**src/rtl/core/sdle_pkg.sv**
```systemverilog
`default_nettype none
package sdle_pkg;

  localparam int unsigned DefaultEntries  = 16;
  localparam int unsigned DefaultKeyWidth = 32;

  typedef enum logic [1:0] {
    KIND_SORTED = 2'd0,
    KIND_CURSOR = 2'd1,
    KIND_REMOVE = 2'd2,
    KIND_CLEAR  = 2'd3
  } kind_e;

  typedef enum logic [1:0] {
    ERR_NONE       = 2'd0,
    ERR_MEMBER     = 2'd1,
    ERR_NOT_MEMBER = 2'd2
  } err_e;

  typedef enum logic [8:0] {
    ST_IDLE   = 9'b000000001,
    ST_CHECK  = 9'b000000010,
    ST_CURS   = 9'b000000100,
    ST_WALK   = 9'b000001000,
    ST_LINK_A = 9'b000010000,
    ST_LINK_B = 9'b000100000,
    ST_UNLINK = 9'b001000000,
    ST_HEAD   = 9'b010000000,
    ST_RESP   = 9'b100000000
  } state_e;

  // Enables for the node store; addresses and data travel beside it.
  typedef struct packed {
    logic rd_en;
    logic next_we;
    logic prev_we;
    logic key_we;
    logic clear;
  } store_ctrl_t;

endpackage
`default_nettype wire

```
**src/rtl/core/sdle_node_store.sv**
```systemverilog
`default_nettype none
module sdle_node_store #(
  parameter int unsigned ENTRIES   = sdle_pkg::DefaultEntries,
  parameter int unsigned KEY_WIDTH = sdle_pkg::DefaultKeyWidth,
  parameter int unsigned NW        = $clog2(ENTRIES + 1)
) (
  input  wire logic                    clk_i,
  input  wire logic                    rst_ni,
  input  wire sdle_pkg::store_ctrl_t   ctrl_i,
  input  wire logic [NW-1:0]           rd_addr_i,
  input  wire logic [NW-1:0]           next_waddr_i,
  input  wire logic [NW-1:0]           next_wdata_i,
  input  wire logic [NW-1:0]           prev_waddr_i,
  input  wire logic [NW-1:0]           prev_wdata_i,
  input  wire logic [NW-1:0]           key_waddr_i,
  input  wire logic [KEY_WIDTH-1:0]    key_wdata_i,
  output logic      [NW-1:0]           next_rd_o,
  output logic      [NW-1:0]           prev_rd_o,
  output logic      [KEY_WIDTH-1:0]    key_rd_o,
  output logic      [NW-1:0]           head_o,
  output logic      [NW-1:0]           tail_o
);

  localparam int unsigned IW = $clog2(ENTRIES);
  localparam logic [NW-1:0] Sent = NW'(ENTRIES);

  logic [NW-1:0]        next_mem [ENTRIES];
  logic [NW-1:0]        prev_mem [ENTRIES];
  logic [KEY_WIDTH-1:0] key_mem  [ENTRIES];

  logic [NW-1:0] head_q, head_d;
  logic [NW-1:0] tail_q, tail_d;
  logic [NW-1:0] next_rd_q;
  logic [NW-1:0] prev_rd_q;
  logic [KEY_WIDTH-1:0] key_rd_q;

  // The sentinel's links live in registers; every other node lives in memory.
  always_comb begin
    head_d = head_q;
    tail_d = tail_q;
    if (ctrl_i.clear) begin
      head_d = Sent;
      tail_d = Sent;
    end else begin
      if (ctrl_i.next_we && next_waddr_i == Sent) begin
        head_d = next_wdata_i;
      end
      if (ctrl_i.prev_we && prev_waddr_i == Sent) begin
        tail_d = prev_wdata_i;
      end
    end
  end

  always_ff @(posedge clk_i or negedge rst_ni) begin
    if (!rst_ni) begin
      head_q <= Sent;
      tail_q <= Sent;
    end else begin
      head_q <= head_d;
      tail_q <= tail_d;
    end
  end

  always_ff @(posedge clk_i) begin
    if (ctrl_i.next_we && next_waddr_i != Sent) begin
      next_mem[next_waddr_i[IW-1:0]] <= next_wdata_i;
    end
    if (ctrl_i.prev_we && prev_waddr_i != Sent) begin
      prev_mem[prev_waddr_i[IW-1:0]] <= prev_wdata_i;
    end
    if (ctrl_i.key_we) begin
      key_mem[key_waddr_i[IW-1:0]] <= key_wdata_i;
    end
  end

  always_ff @(posedge clk_i) begin
    if (ctrl_i.rd_en) begin
      next_rd_q <= next_mem[rd_addr_i[IW-1:0]];
      prev_rd_q <= prev_mem[rd_addr_i[IW-1:0]];
      key_rd_q  <= key_mem[rd_addr_i[IW-1:0]];
    end
  end

  assign next_rd_o = next_rd_q;
  assign prev_rd_o = prev_rd_q;
  assign key_rd_o  = key_rd_q;
  assign head_o    = head_q;
  assign tail_o    = tail_q;

endmodule
`default_nettype wire

```
**src/rtl/core/sorted_delay_list_engine_unit.sv**
```systemverilog
`default_nettype none
// Channel  Direction  Handshake                 Payload
// in       input      in_valid_i / in_ready_o   kind_i, handle_i, key_i
// out      output     out_valid_o / out_ready_i count_o, head_valid_o, head_handle_o,
//                                               head_key_o, error_code_o
//
// One item is in flight at a time; in_ready_o is high only while idle.
// Clear and rejected items pass from a check state to the head read and the response;
// remove adds an unlink state, and insert before cursor adds a cursor read (skipped off
// the sentinel) and two link states. Sorted insert walks the list on the node store's
// single read port, comparing one entry per walk state, before the same two link states.
// Reset restores the empty list at once; a held result stalls the input until taken.
module sorted_delay_list_engine_unit #(
  parameter int unsigned ENTRIES   = sdle_pkg::DefaultEntries,
  parameter int unsigned KEY_WIDTH = sdle_pkg::DefaultKeyWidth
) (
  input  wire logic        clk_i,
  input  wire logic        rst_ni,
  input  wire logic        in_valid_i,
  output logic             in_ready_o,
  input  wire logic [1:0]  kind_i,
  input  wire logic [3:0]  handle_i,
  input  wire logic [31:0] key_i,
  output logic             out_valid_o,
  input  wire logic        out_ready_i,
  output logic      [4:0]  count_o,
  output logic             head_valid_o,
  output logic      [3:0]  head_handle_o,
  output logic      [31:0] head_key_o,
  output logic      [1:0]  error_code_o
);

  localparam int unsigned NW = $clog2(ENTRIES + 1);
  localparam int unsigned IW = $clog2(ENTRIES);
  localparam int unsigned CW = $clog2(ENTRIES + 1);
  localparam logic [NW-1:0] Sent = NW'(ENTRIES);
  localparam logic [KEY_WIDTH-1:0] KeyMask = {KEY_WIDTH{1'b1}};

  sdle_pkg::state_e state_q, state_d;
  sdle_pkg::kind_e  kind_q, kind_d;
  sdle_pkg::err_e   err_q, err_d;
  logic [3:0]           hraw_q, hraw_d;
  logic [KEY_WIDTH-1:0] key_q, key_d;
  logic [NW-1:0]        at_q, at_d;
  logic [NW-1:0]        nx_q, nx_d;
  logic [NW-1:0]        cursor_q, cursor_d;
  logic [CW-1:0]        count_q, count_d;
  logic [ENTRIES-1:0]   member_q, member_d;

  sdle_pkg::store_ctrl_t ctrl;
  logic [NW-1:0]        rd_addr;
  logic [NW-1:0]        next_waddr, next_wdata;
  logic [NW-1:0]        prev_waddr, prev_wdata;
  logic [NW-1:0]        next_rd, prev_rd, head, tail;
  logic [KEY_WIDTH-1:0] key_rd;

  logic          h_ok;
  logic [NW-1:0] hidx;
  logic          is_member;

  assign h_ok      = 32'(hraw_q) < ENTRIES;
  assign hidx      = NW'(hraw_q);
  assign is_member = h_ok && member_q[hidx[IW-1:0]];

  sdle_node_store #(
    .ENTRIES  (ENTRIES),
    .KEY_WIDTH(KEY_WIDTH),
    .NW       (NW)
  ) u_store (
    .clk_i       (clk_i),
    .rst_ni      (rst_ni),
    .ctrl_i      (ctrl),
    .rd_addr_i   (rd_addr),
    .next_waddr_i(next_waddr),
    .next_wdata_i(next_wdata),
    .prev_waddr_i(prev_waddr),
    .prev_wdata_i(prev_wdata),
    .key_waddr_i (hidx),
    .key_wdata_i (key_q),
    .next_rd_o   (next_rd),
    .prev_rd_o   (prev_rd),
    .key_rd_o    (key_rd),
    .head_o      (head),
    .tail_o      (tail)
  );

  always_comb begin
    state_d    = state_q;
    kind_d     = kind_q;
    err_d      = err_q;
    hraw_d     = hraw_q;
    key_d      = key_q;
    at_d       = at_q;
    nx_d       = nx_q;
    cursor_d   = cursor_q;
    count_d    = count_q;
    member_d   = member_q;
    ctrl       = '0;
    rd_addr    = hidx;
    next_waddr = hidx;
    next_wdata = nx_q;
    prev_waddr = hidx;
    prev_wdata = at_q;

    case (state_q)
      sdle_pkg::ST_IDLE: begin
        if (in_valid_i) begin
          kind_d  = sdle_pkg::kind_e'(kind_i);
          hraw_d  = handle_i;
          key_d   = KEY_WIDTH'(key_i);
          err_d   = sdle_pkg::ERR_NONE;
          state_d = sdle_pkg::ST_CHECK;
        end
      end
      sdle_pkg::ST_CHECK: begin
        case (kind_q)
          sdle_pkg::KIND_CLEAR: begin
            member_d   = '0;
            cursor_d   = Sent;
            count_d    = '0;
            ctrl.clear = 1'b1;
            state_d    = sdle_pkg::ST_HEAD;
          end
          sdle_pkg::KIND_REMOVE: begin
            if (!is_member) begin
              err_d   = sdle_pkg::ERR_NOT_MEMBER;
              state_d = sdle_pkg::ST_HEAD;
            end else begin
              ctrl.rd_en = 1'b1;
              rd_addr    = hidx;
              state_d    = sdle_pkg::ST_UNLINK;
            end
          end
          sdle_pkg::KIND_CURSOR: begin
            if (!h_ok || is_member) begin
              err_d   = sdle_pkg::ERR_MEMBER;
              state_d = sdle_pkg::ST_HEAD;
            end else begin
              nx_d = cursor_q;
              if (cursor_q == Sent) begin
                at_d    = tail;
                state_d = sdle_pkg::ST_LINK_A;
              end else begin
                ctrl.rd_en = 1'b1;
                rd_addr    = cursor_q;
                state_d    = sdle_pkg::ST_CURS;
              end
            end
          end
          sdle_pkg::KIND_SORTED: begin
            if (!h_ok || is_member) begin
              err_d   = sdle_pkg::ERR_MEMBER;
              state_d = sdle_pkg::ST_HEAD;
            end else if (key_q == KeyMask) begin
              // The forever key goes straight to the tail.
              at_d    = tail;
              nx_d    = Sent;
              state_d = sdle_pkg::ST_LINK_A;
            end else begin
              at_d = Sent;
              nx_d = head;
              if (head == Sent) begin
                state_d = sdle_pkg::ST_LINK_A;
              end else begin
                ctrl.rd_en = 1'b1;
                rd_addr    = head;
                state_d    = sdle_pkg::ST_WALK;
              end
            end
          end
          default: begin
            state_d = sdle_pkg::ST_HEAD;
          end
        endcase
      end
      sdle_pkg::ST_CURS: begin
        at_d    = prev_rd;
        state_d = sdle_pkg::ST_LINK_A;
      end
      sdle_pkg::ST_WALK: begin
        // key_rd and next_rd belong to node nx_q, which is never the sentinel here.
        if (key_rd <= key_q) begin
          at_d = nx_q;
          nx_d = next_rd;
          if (next_rd == Sent) begin
            state_d = sdle_pkg::ST_LINK_A;
          end else begin
            ctrl.rd_en = 1'b1;
            rd_addr    = next_rd;
          end
        end else begin
          state_d = sdle_pkg::ST_LINK_A;
        end
      end
      sdle_pkg::ST_LINK_A: begin
        ctrl.next_we = 1'b1;
        ctrl.prev_we = 1'b1;
        ctrl.key_we  = 1'b1;
        next_waddr   = hidx;
        next_wdata   = nx_q;
        prev_waddr   = hidx;
        prev_wdata   = at_q;
        state_d      = sdle_pkg::ST_LINK_B;
      end
      sdle_pkg::ST_LINK_B: begin
        ctrl.next_we = 1'b1;
        ctrl.prev_we = 1'b1;
        next_waddr   = at_q;
        next_wdata   = hidx;
        prev_waddr   = nx_q;
        prev_wdata   = hidx;
        member_d[hidx[IW-1:0]] = 1'b1;
        count_d      = count_q + CW'(1);
        state_d      = sdle_pkg::ST_HEAD;
      end
      sdle_pkg::ST_UNLINK: begin
        ctrl.next_we = 1'b1;
        ctrl.prev_we = 1'b1;
        next_waddr   = prev_rd;
        next_wdata   = next_rd;
        prev_waddr   = next_rd;
        prev_wdata   = prev_rd;
        if (cursor_q == hidx) begin
          cursor_d = prev_rd;
        end
        member_d[hidx[IW-1:0]] = 1'b0;
        count_d      = count_q - CW'(1);
        state_d      = sdle_pkg::ST_HEAD;
      end
      sdle_pkg::ST_HEAD: begin
        if (head != Sent) begin
          ctrl.rd_en = 1'b1;
          rd_addr    = head;
        end
        state_d = sdle_pkg::ST_RESP;
      end
      sdle_pkg::ST_RESP: begin
        if (out_ready_i) begin
          state_d = sdle_pkg::ST_IDLE;
        end
      end
      default: begin
        state_d = sdle_pkg::ST_IDLE;
      end
    endcase
  end

  always_ff @(posedge clk_i or negedge rst_ni) begin
    if (!rst_ni) begin
      state_q  <= sdle_pkg::ST_IDLE;
      cursor_q <= Sent;
      count_q  <= '0;
      member_q <= '0;
    end else begin
      state_q  <= state_d;
      cursor_q <= cursor_d;
      count_q  <= count_d;
      member_q <= member_d;
    end
  end

  always_ff @(posedge clk_i) begin
    kind_q <= kind_d;
    err_q  <= err_d;
    hraw_q <= hraw_d;
    key_q  <= key_d;
    at_q   <= at_d;
    nx_q   <= nx_d;
  end

  logic [31:0]          count_wide;
  logic [31:0]          head_wide;
  logic [63:0]          head_key_wide;
  logic                 nonempty;

  assign nonempty      = head != Sent;
  assign count_wide    = 32'(count_q);
  assign head_wide     = 32'(head);
  assign head_key_wide = nonempty ? 64'(key_rd) : 64'(KeyMask);

  assign in_ready_o    = state_q == sdle_pkg::ST_IDLE;
  assign out_valid_o   = state_q == sdle_pkg::ST_RESP;
  assign count_o       = count_wide[4:0];
  assign head_valid_o  = nonempty;
  assign head_handle_o = nonempty ? head_wide[3:0] : 4'd0;
  assign head_key_o    = head_key_wide[31:0];
  assign error_code_o  = err_q;

endmodule
`default_nettype wire

```
**config.mk**
```make
export PLATFORM = sky130hd
export DESIGN_NAME = sorted_delay_list_engine_unit
export DESIGN_NICKNAME = d
export VERILOG_FILES = /design/src/rtl/core/sdle_pkg.sv /design/src/rtl/core/sdle_node_store.sv /design/src/rtl/core/sorted_delay_list_engine_unit.sv
export SDC_FILE = /design/constraint.sdc
export NUM_CORES = 1
export LEC_CHECK = 0
export ABC_AREA = 1
export BUFFER_PORTS_ARGS = -buffer_cell sky130_fd_sc_hd__buf_2
export CORE_UTILIZATION = 40
export CTS_CLUSTER_DIAMETER = 200
export DETAILED_ROUTE_END_ITERATION = 8
export SYNTH_ARGS = -nofsm -noshare
export SYNTH_HDL_FRONTEND = slang
export SYNTH_SLANG_ARGS = --single-unit
```
**constraint.sdc**
```tcl
create_clock -name clk_i -period 4.3 [get_ports clk_i]
set_clock_uncertainty 0.2 [all_clocks]
set_input_delay 0.43 -clock clk_i [delete_from_list [all_inputs] [get_ports clk_i]]
set_output_delay 0.43 -clock clk_i [all_outputs]
set_load 0.02 [all_outputs]
```
# After elaboration in Yosys (flattened, before gate mapping)
# Memories as Yosys holds them, arrays and structs flattened. A register that Yosys moved wholly into a read port is not among the register bits.
# Index checks and enable logic that the tools add are counted.
totals:
  regBits: 95
  mem_bits_rw: 672
  in_bits: 42
  out_inout_bits: 46
  word_cells: 163
  n_memories: 3
classes:
  n_addsub: 2
  n_lt_le_gt_ge: 3
  eq_ne: 35
  mux: 82
  n_bitwise: 3
  n_reduce_logical: 23
memory_table:
  columns: ["memory", "words", "width", "read_ports", "rd_clocked_by_memory_dff", "write_ports", "line_no", "rtl"]
  rows:
  - ["u_store.key_mem", 16, 32, 1, 1, 1, "sdle_node_store.sv:29", "logic [KEY_WIDTH-1:0] key_mem [ENTRIES];"]
  - ["u_store.next_mem", 16, 5, 1, 1, 1, "sdle_node_store.sv:27", "logic [NW-1:0] next_mem [ENTRIES];"]
  - ["u_store.prev_mem", 16, 5, 1, 1, 1, "sdle_node_store.sv:28", "logic [NW-1:0] prev_mem [ENTRIES];"]
ops:
  columns: ["operator", "count"]
  rows:
  - ["$mux 5", 18]
  - ["$pmux 5 s2", 8]
  - ["$pmux 9 s8", 1]
  - ["$mux 9", 6]
  - ["$pmux 16 s3", 1]
  - ["$mux 4", 9]
  - ["$pmux 9 s4", 1]
  - ["$eq 32x32->1 const B", 1]
  - ["$le 32x32->1", 1]
  - ["$mux 32", 1]
  - ["$pmux 5 s3", 2]
  - ["$eq 5x5->1 const B", 5]
  - ["$mux 1", 20]
  - ["$ne 3x3->1 const B", 6]
  - ["$and 16x16->16", 1]
  - ["$mux 16", 1]
  - ["$mux 8", 2]
  - ["$not 16->16", 1]
  - ["$or 16x16->16", 1]
  - ["$ne 5x5->1 const B", 3]
  - ["$pmux 4 s3", 1]
  - ["$reduce_and 5->1", 2]
  - ["$reduce_bool 2->1", 5]
  - ["$eq 9x1->1 const B", 1]
  - ["33 further kinds", 50]

# Longest topological paths before layout
depth:
  ltp_word: 7
  depth_mapped: 27
  depth_no_buf: 24

# Hierarchy
# Synthesis repeated with hierarchy kept, for this count alone.
hier_totals:
  cells_unflattened: 3717
  hier_area_um2: 36645.1
by_module_without_submodules:
  columns: ["mod", "instances", "cells_per_inst", "area_per_inst_um2", "seq_area_each_um2"]
  rows:
  - ["sdle_node_store", 1, 2895, 30596.8, 21693.3]
  - ["sorted_delay_list_engine_unit", 1, 822, 6048.3, 2379.8]

# Least setup slack after synthesis
# Ideal clock, no wire load.
synth_timing:
  path_kind: "reg-to-reg"
  from: "register state_q[2]"
  to: "register u_store.key_rd_q[0], in the netlist u_store.key_rd_o[0] (read register of u_store.key_mem) (enable)"
  setup_ns: 0.453
  arrival_ns: 3.273
  required_ns: 3.647
  setup_slack_ns: 0.374
  stages_incl_launch_ff: 8
  path_buffers: 0
  synth_period_minus_slack_ns: 3.926
  path_cell_list: "dfrtp_1 nor2_1 inv_2 nor2_2 inv_2 nor3_2 inv_1 o211ai_1"
synth_rtl:
  columns: ["item", "line_no", "rtl"]
  rows:
  - ["start: declaration", "sorted_delay_list_engine_unit.sv:39", "sdle_pkg::state_e state_q, state_d;"]
  - ["start signal: assignment", "sorted_delay_list_engine_unit.sv:250", "state_q <= sdle_pkg::ST_IDLE;"]
  - ["start signal: assignment", "sorted_delay_list_engine_unit.sv:255", "state_q <= state_d;"]
  - ["end: declaration", "sdle_node_store.sv:35", "logic [KEY_WIDTH-1:0] key_rd_q;"]

# Worst setup path in the final report
layout_timing:
  from: "register key_q[29]"
  to: "register u_store.key_rd_q[18], in the netlist u_store.key_rd_o[18] (read register of u_store.key_mem) (data pin)"
layout_between:
  elab_chain_len: 5
  word_cells_on_any_way: 12
  classes_between: "order compare: 1; eq/ne: 1; mux: 10"
layout_lines:
  columns: ["item", "line_no", "rtl"]
  rows:
  - ["start: declaration", "sorted_delay_list_engine_unit.sv:43", "logic [KEY_WIDTH-1:0] key_q, key_d;"]
  - ["start signal: assignment", "sorted_delay_list_engine_unit.sv:266", "key_q <= key_d;"]
  - ["branches (longest 5 deep; another with $le 32x32->1)", null, null]
# Several ways; the timed one is not identified.
# A chain may end at the register's enable or synchronous reset.

==> metrics.txt <==
WS Path Type=reg -> reg; Ports=88; post-synthesis cell count=3171; global routing's busiest layer=met2; worst path arrival time=4.32 ns; Max Cap Viol=0; top fanout value on the critical path=75; vias per inst=5.48; maximum VDD drop=421 uV; DR WL/cell=21.6 um; FMAX=0.248 GHz; starting DRC count in detailed routing=2690; Final min period=4.04 ns; Die Y=298 um; RSZ-0062 raised after global routing=no; ys flop type=edfxtp_1; core area=86900 um^2; Rows=108; status=finished, final reports clean; met1 usage=0.304; ANT cells=0; Mapped Area=35100 um^2; buffer depth of the longest clock path=3; drt total wl=98000 um; # setup viols final=0; PwrDens=638 nW/um^2; ranking of synthesized cells by area=edfxtp_1 (65%), nand3_1 (13%), nand2_1 (7.7%); sequential fraction of the synthesis area=0.685; antenna violations before repair=4; Ys Warns=0; Post-CTS Setup Bufs=0; Worst path max stage delay=0.48 ns; Setup crit start kind=flip-flop; clk sink count=809; Slowest cell on crit path=edfxtp_1; Critical Path RT=4.59 ns; worst hold slack=0.270 ns; Reg clk slew, reported paths=0.06 ns; top-area cell type share of the netlist area=0.653; nets=3391; syn_nets=3249; number of iterations in the first detailed-routing pass=6; clock latency on the worst-skew pair=0.64 ns; RR Startpoint=key_q[29]$_DFFE_PP_; critical-path cell list=buf_4 -> nand2_1 -> nor3_1 -> and2_1 -> nand4_1 -> nand2_1 -> nand2_1 -> nand3_1 -> nand3_1 -> nand3_4 -> buf_12 -> buf_4 -> nand3_1 -> nand3_1 -> nand3_1 -> nand2_1 -> nand2_1 -> nand2_1; layout cells sized above 1=0.123; total CTS buffers=85; Final period util=0.939; nature of the critical path endpoint=flip-flop; synth unique cells=46; Leak=15.5 nW; GP Congestion=0.939; Synth async-reset ratio=0.0556; Synth Register Bits=809; CTS Root Buffer Type=clkbuf_16; Port Buffer Count=87; met2 usage=0.347; Final Util=0.470; routed vias=24900; first-pass GRT wire length=148000 um; total power=26.1 mW; Pins Over Slew Limit=0; cell with the most instances on the worst path=nand2_1; Fin. Hold Viols=0; Initial Utilization=0.404; TritonCTS clock tree=yes; largest net degree at the start of global routing=86; met3 usage=0.0412; dpl hpwl=56000 um; fill count=7797; FF-to-FF path depth=18; worst slack, placed=-0.146 ns; Setup WS post-layout=0.263 ns; htree depth=3; largest area contributor in the netlist=edfxtp_1; Die X=298 um; full die area=89000 um^2; Hold Crit Class=in -> async; Fin Setup TNS=0 ns; Global Route Usage Sum=0.218; Post-synth EDFFs=764; register-to-register setup slack=0.26 ns; R2R Path End=u_store.key_rd_o[18]$_DFFE_PP_; grt total ovfl=0; vias in the first global route=24000; Final ANT Viol Nets=0; Synth-to-Final Area Change=16.3%; Worst-Margin Slew=0.740 ns; DR DRC count=0; Avg Inst Size Synth=11.1 um^2; Slew headroom=0.501
worst max-delay path by stage:
stage	cells after the start	endpoint	start	slack, ns
2_1_floorplan	7	u_store.key_rd_o[0]$_DFFE_PP_	state_q[2]$_DFFE_PN0P_	0.37
3_3_place_gp	19	u_store.prev_rd_o[2]$_DFFE_PP_	u_store.key_rd_o[21]$_DFFE_PP_	-0.03
3_5_place_dp	19	u_store.prev_rd_o[2]$_DFFE_PP_	u_store.key_rd_o[21]$_DFFE_PP_	-0.15
4_1_cts	19	u_store.prev_rd_o[2]$_DFFE_PP_	u_store.key_rd_o[21]$_DFFE_PP_	0.18
5_1_grt	20	u_store.prev_rd_o[2]$_DFFE_PP_	u_store.key_rd_o[21]$_DFFE_PP_	0.1
6_report	18	u_store.key_rd_o[18]$_DFFE_PP_	key_q[29]$_DFFE_PP_	0.26
per-stage QoR:
step / instance area, um^2 / cells
6_report: 40800 / 4538
3_5_place_dp: 37600 / 4340
5_1_grt: 40800 / 4538
4_1_cts: 40800 / 4538
3_3_place_gp: 37600 / 4340
2_1_floorplan: 35100 / 3171
flip-flops by register name, indices dropped and copies added, names as in the netlist, 9 cells and up:
name              count
key_q                32
u_store.next_mem     80
member_q             16
u_store.prev_mem     80
u_store.key_rd_o     32
state_q               9
u_store.key_mem     512
routing by layer:
metal / share of wire / wire length (um)
met2: 0.47 / 46200
met1: 0.42 / 41400
met4: 0.026 / 2510
met3: 0.080 / 7830
met5: 0.00013 / 13
cell type report:
type,instances,area (um^2),area share
Timing Repair Buffer,255,2250,0.0551
Multi-Input combinational cell,1998,9690,0.237
Inverter,164,618,0.0151
Tap cell,1155,1450,0.0354
Clock inverter,46,434,0.0106
Clock buffer,111,2340,0.0572
Sequential cell,809,24100,0.589
cells by family (layout without fill, tap and decap cells):
group           Yosys count  in the layout  synth area share
flops                   809            809             0.685
simple gates           1804           1804             0.230
buf+inv                 364            576            0.0447
fa+ha+maj                36             36            0.0130
compound gates          153            153            0.0253
xor+xnor                  5              5           0.00125
report_power, final:
| part | switching [mW] | internal (mW) | leakage [nW] |
|---|---|---|---|
| logic | 6.19 | 2.81 | 6.62 |
| clock network | 3.09 | 4.27 | 1.36 |
| registers | 0.259 | 9.44 | 7.50 |
worst max-delay path: cells and delay by family (launching register included):
family,cells,cell delay (ns)
buffers and inverters,3,0.84
flip-flops,1,0.48
AND/OR/NAND/NOR,15,2.30
cells in the final DEF (no fill, tap or decap), types with 50 or more instances in the layout:
cell type / count
nand2_1: 722
buf_2: 87
clkbuf_16: 88
nor2_1: 92
nand3_1: 882
inv_1: 155
a21oi_1: 50
edfxtp_1: 764
buf_4: 91
cell usage after synthesis (all sizes together), types with 4 or more instances:
cell / number
a21oi: 51
a22oi: 4
a31oi: 16
buf: 137
clkbuf: 63
dfrtp: 41
dfstp: 4
edfxtp: 764
ha: 35
inv: 162
nand2: 727
nand3: 883
nand4: 19
nor2: 116
nor3: 20
nor4: 5
o21ai: 44
o21bai: 5
o221ai: 7
o22ai: 13
or2: 31
repair_timing:
action	in CTS	in global routing
resized for setup	1	2
endpoints found under the hold margin	81	0
endpoints found under the setup margin	32	9
hold buffers	41	0
(Power assumes the default switching activity.)
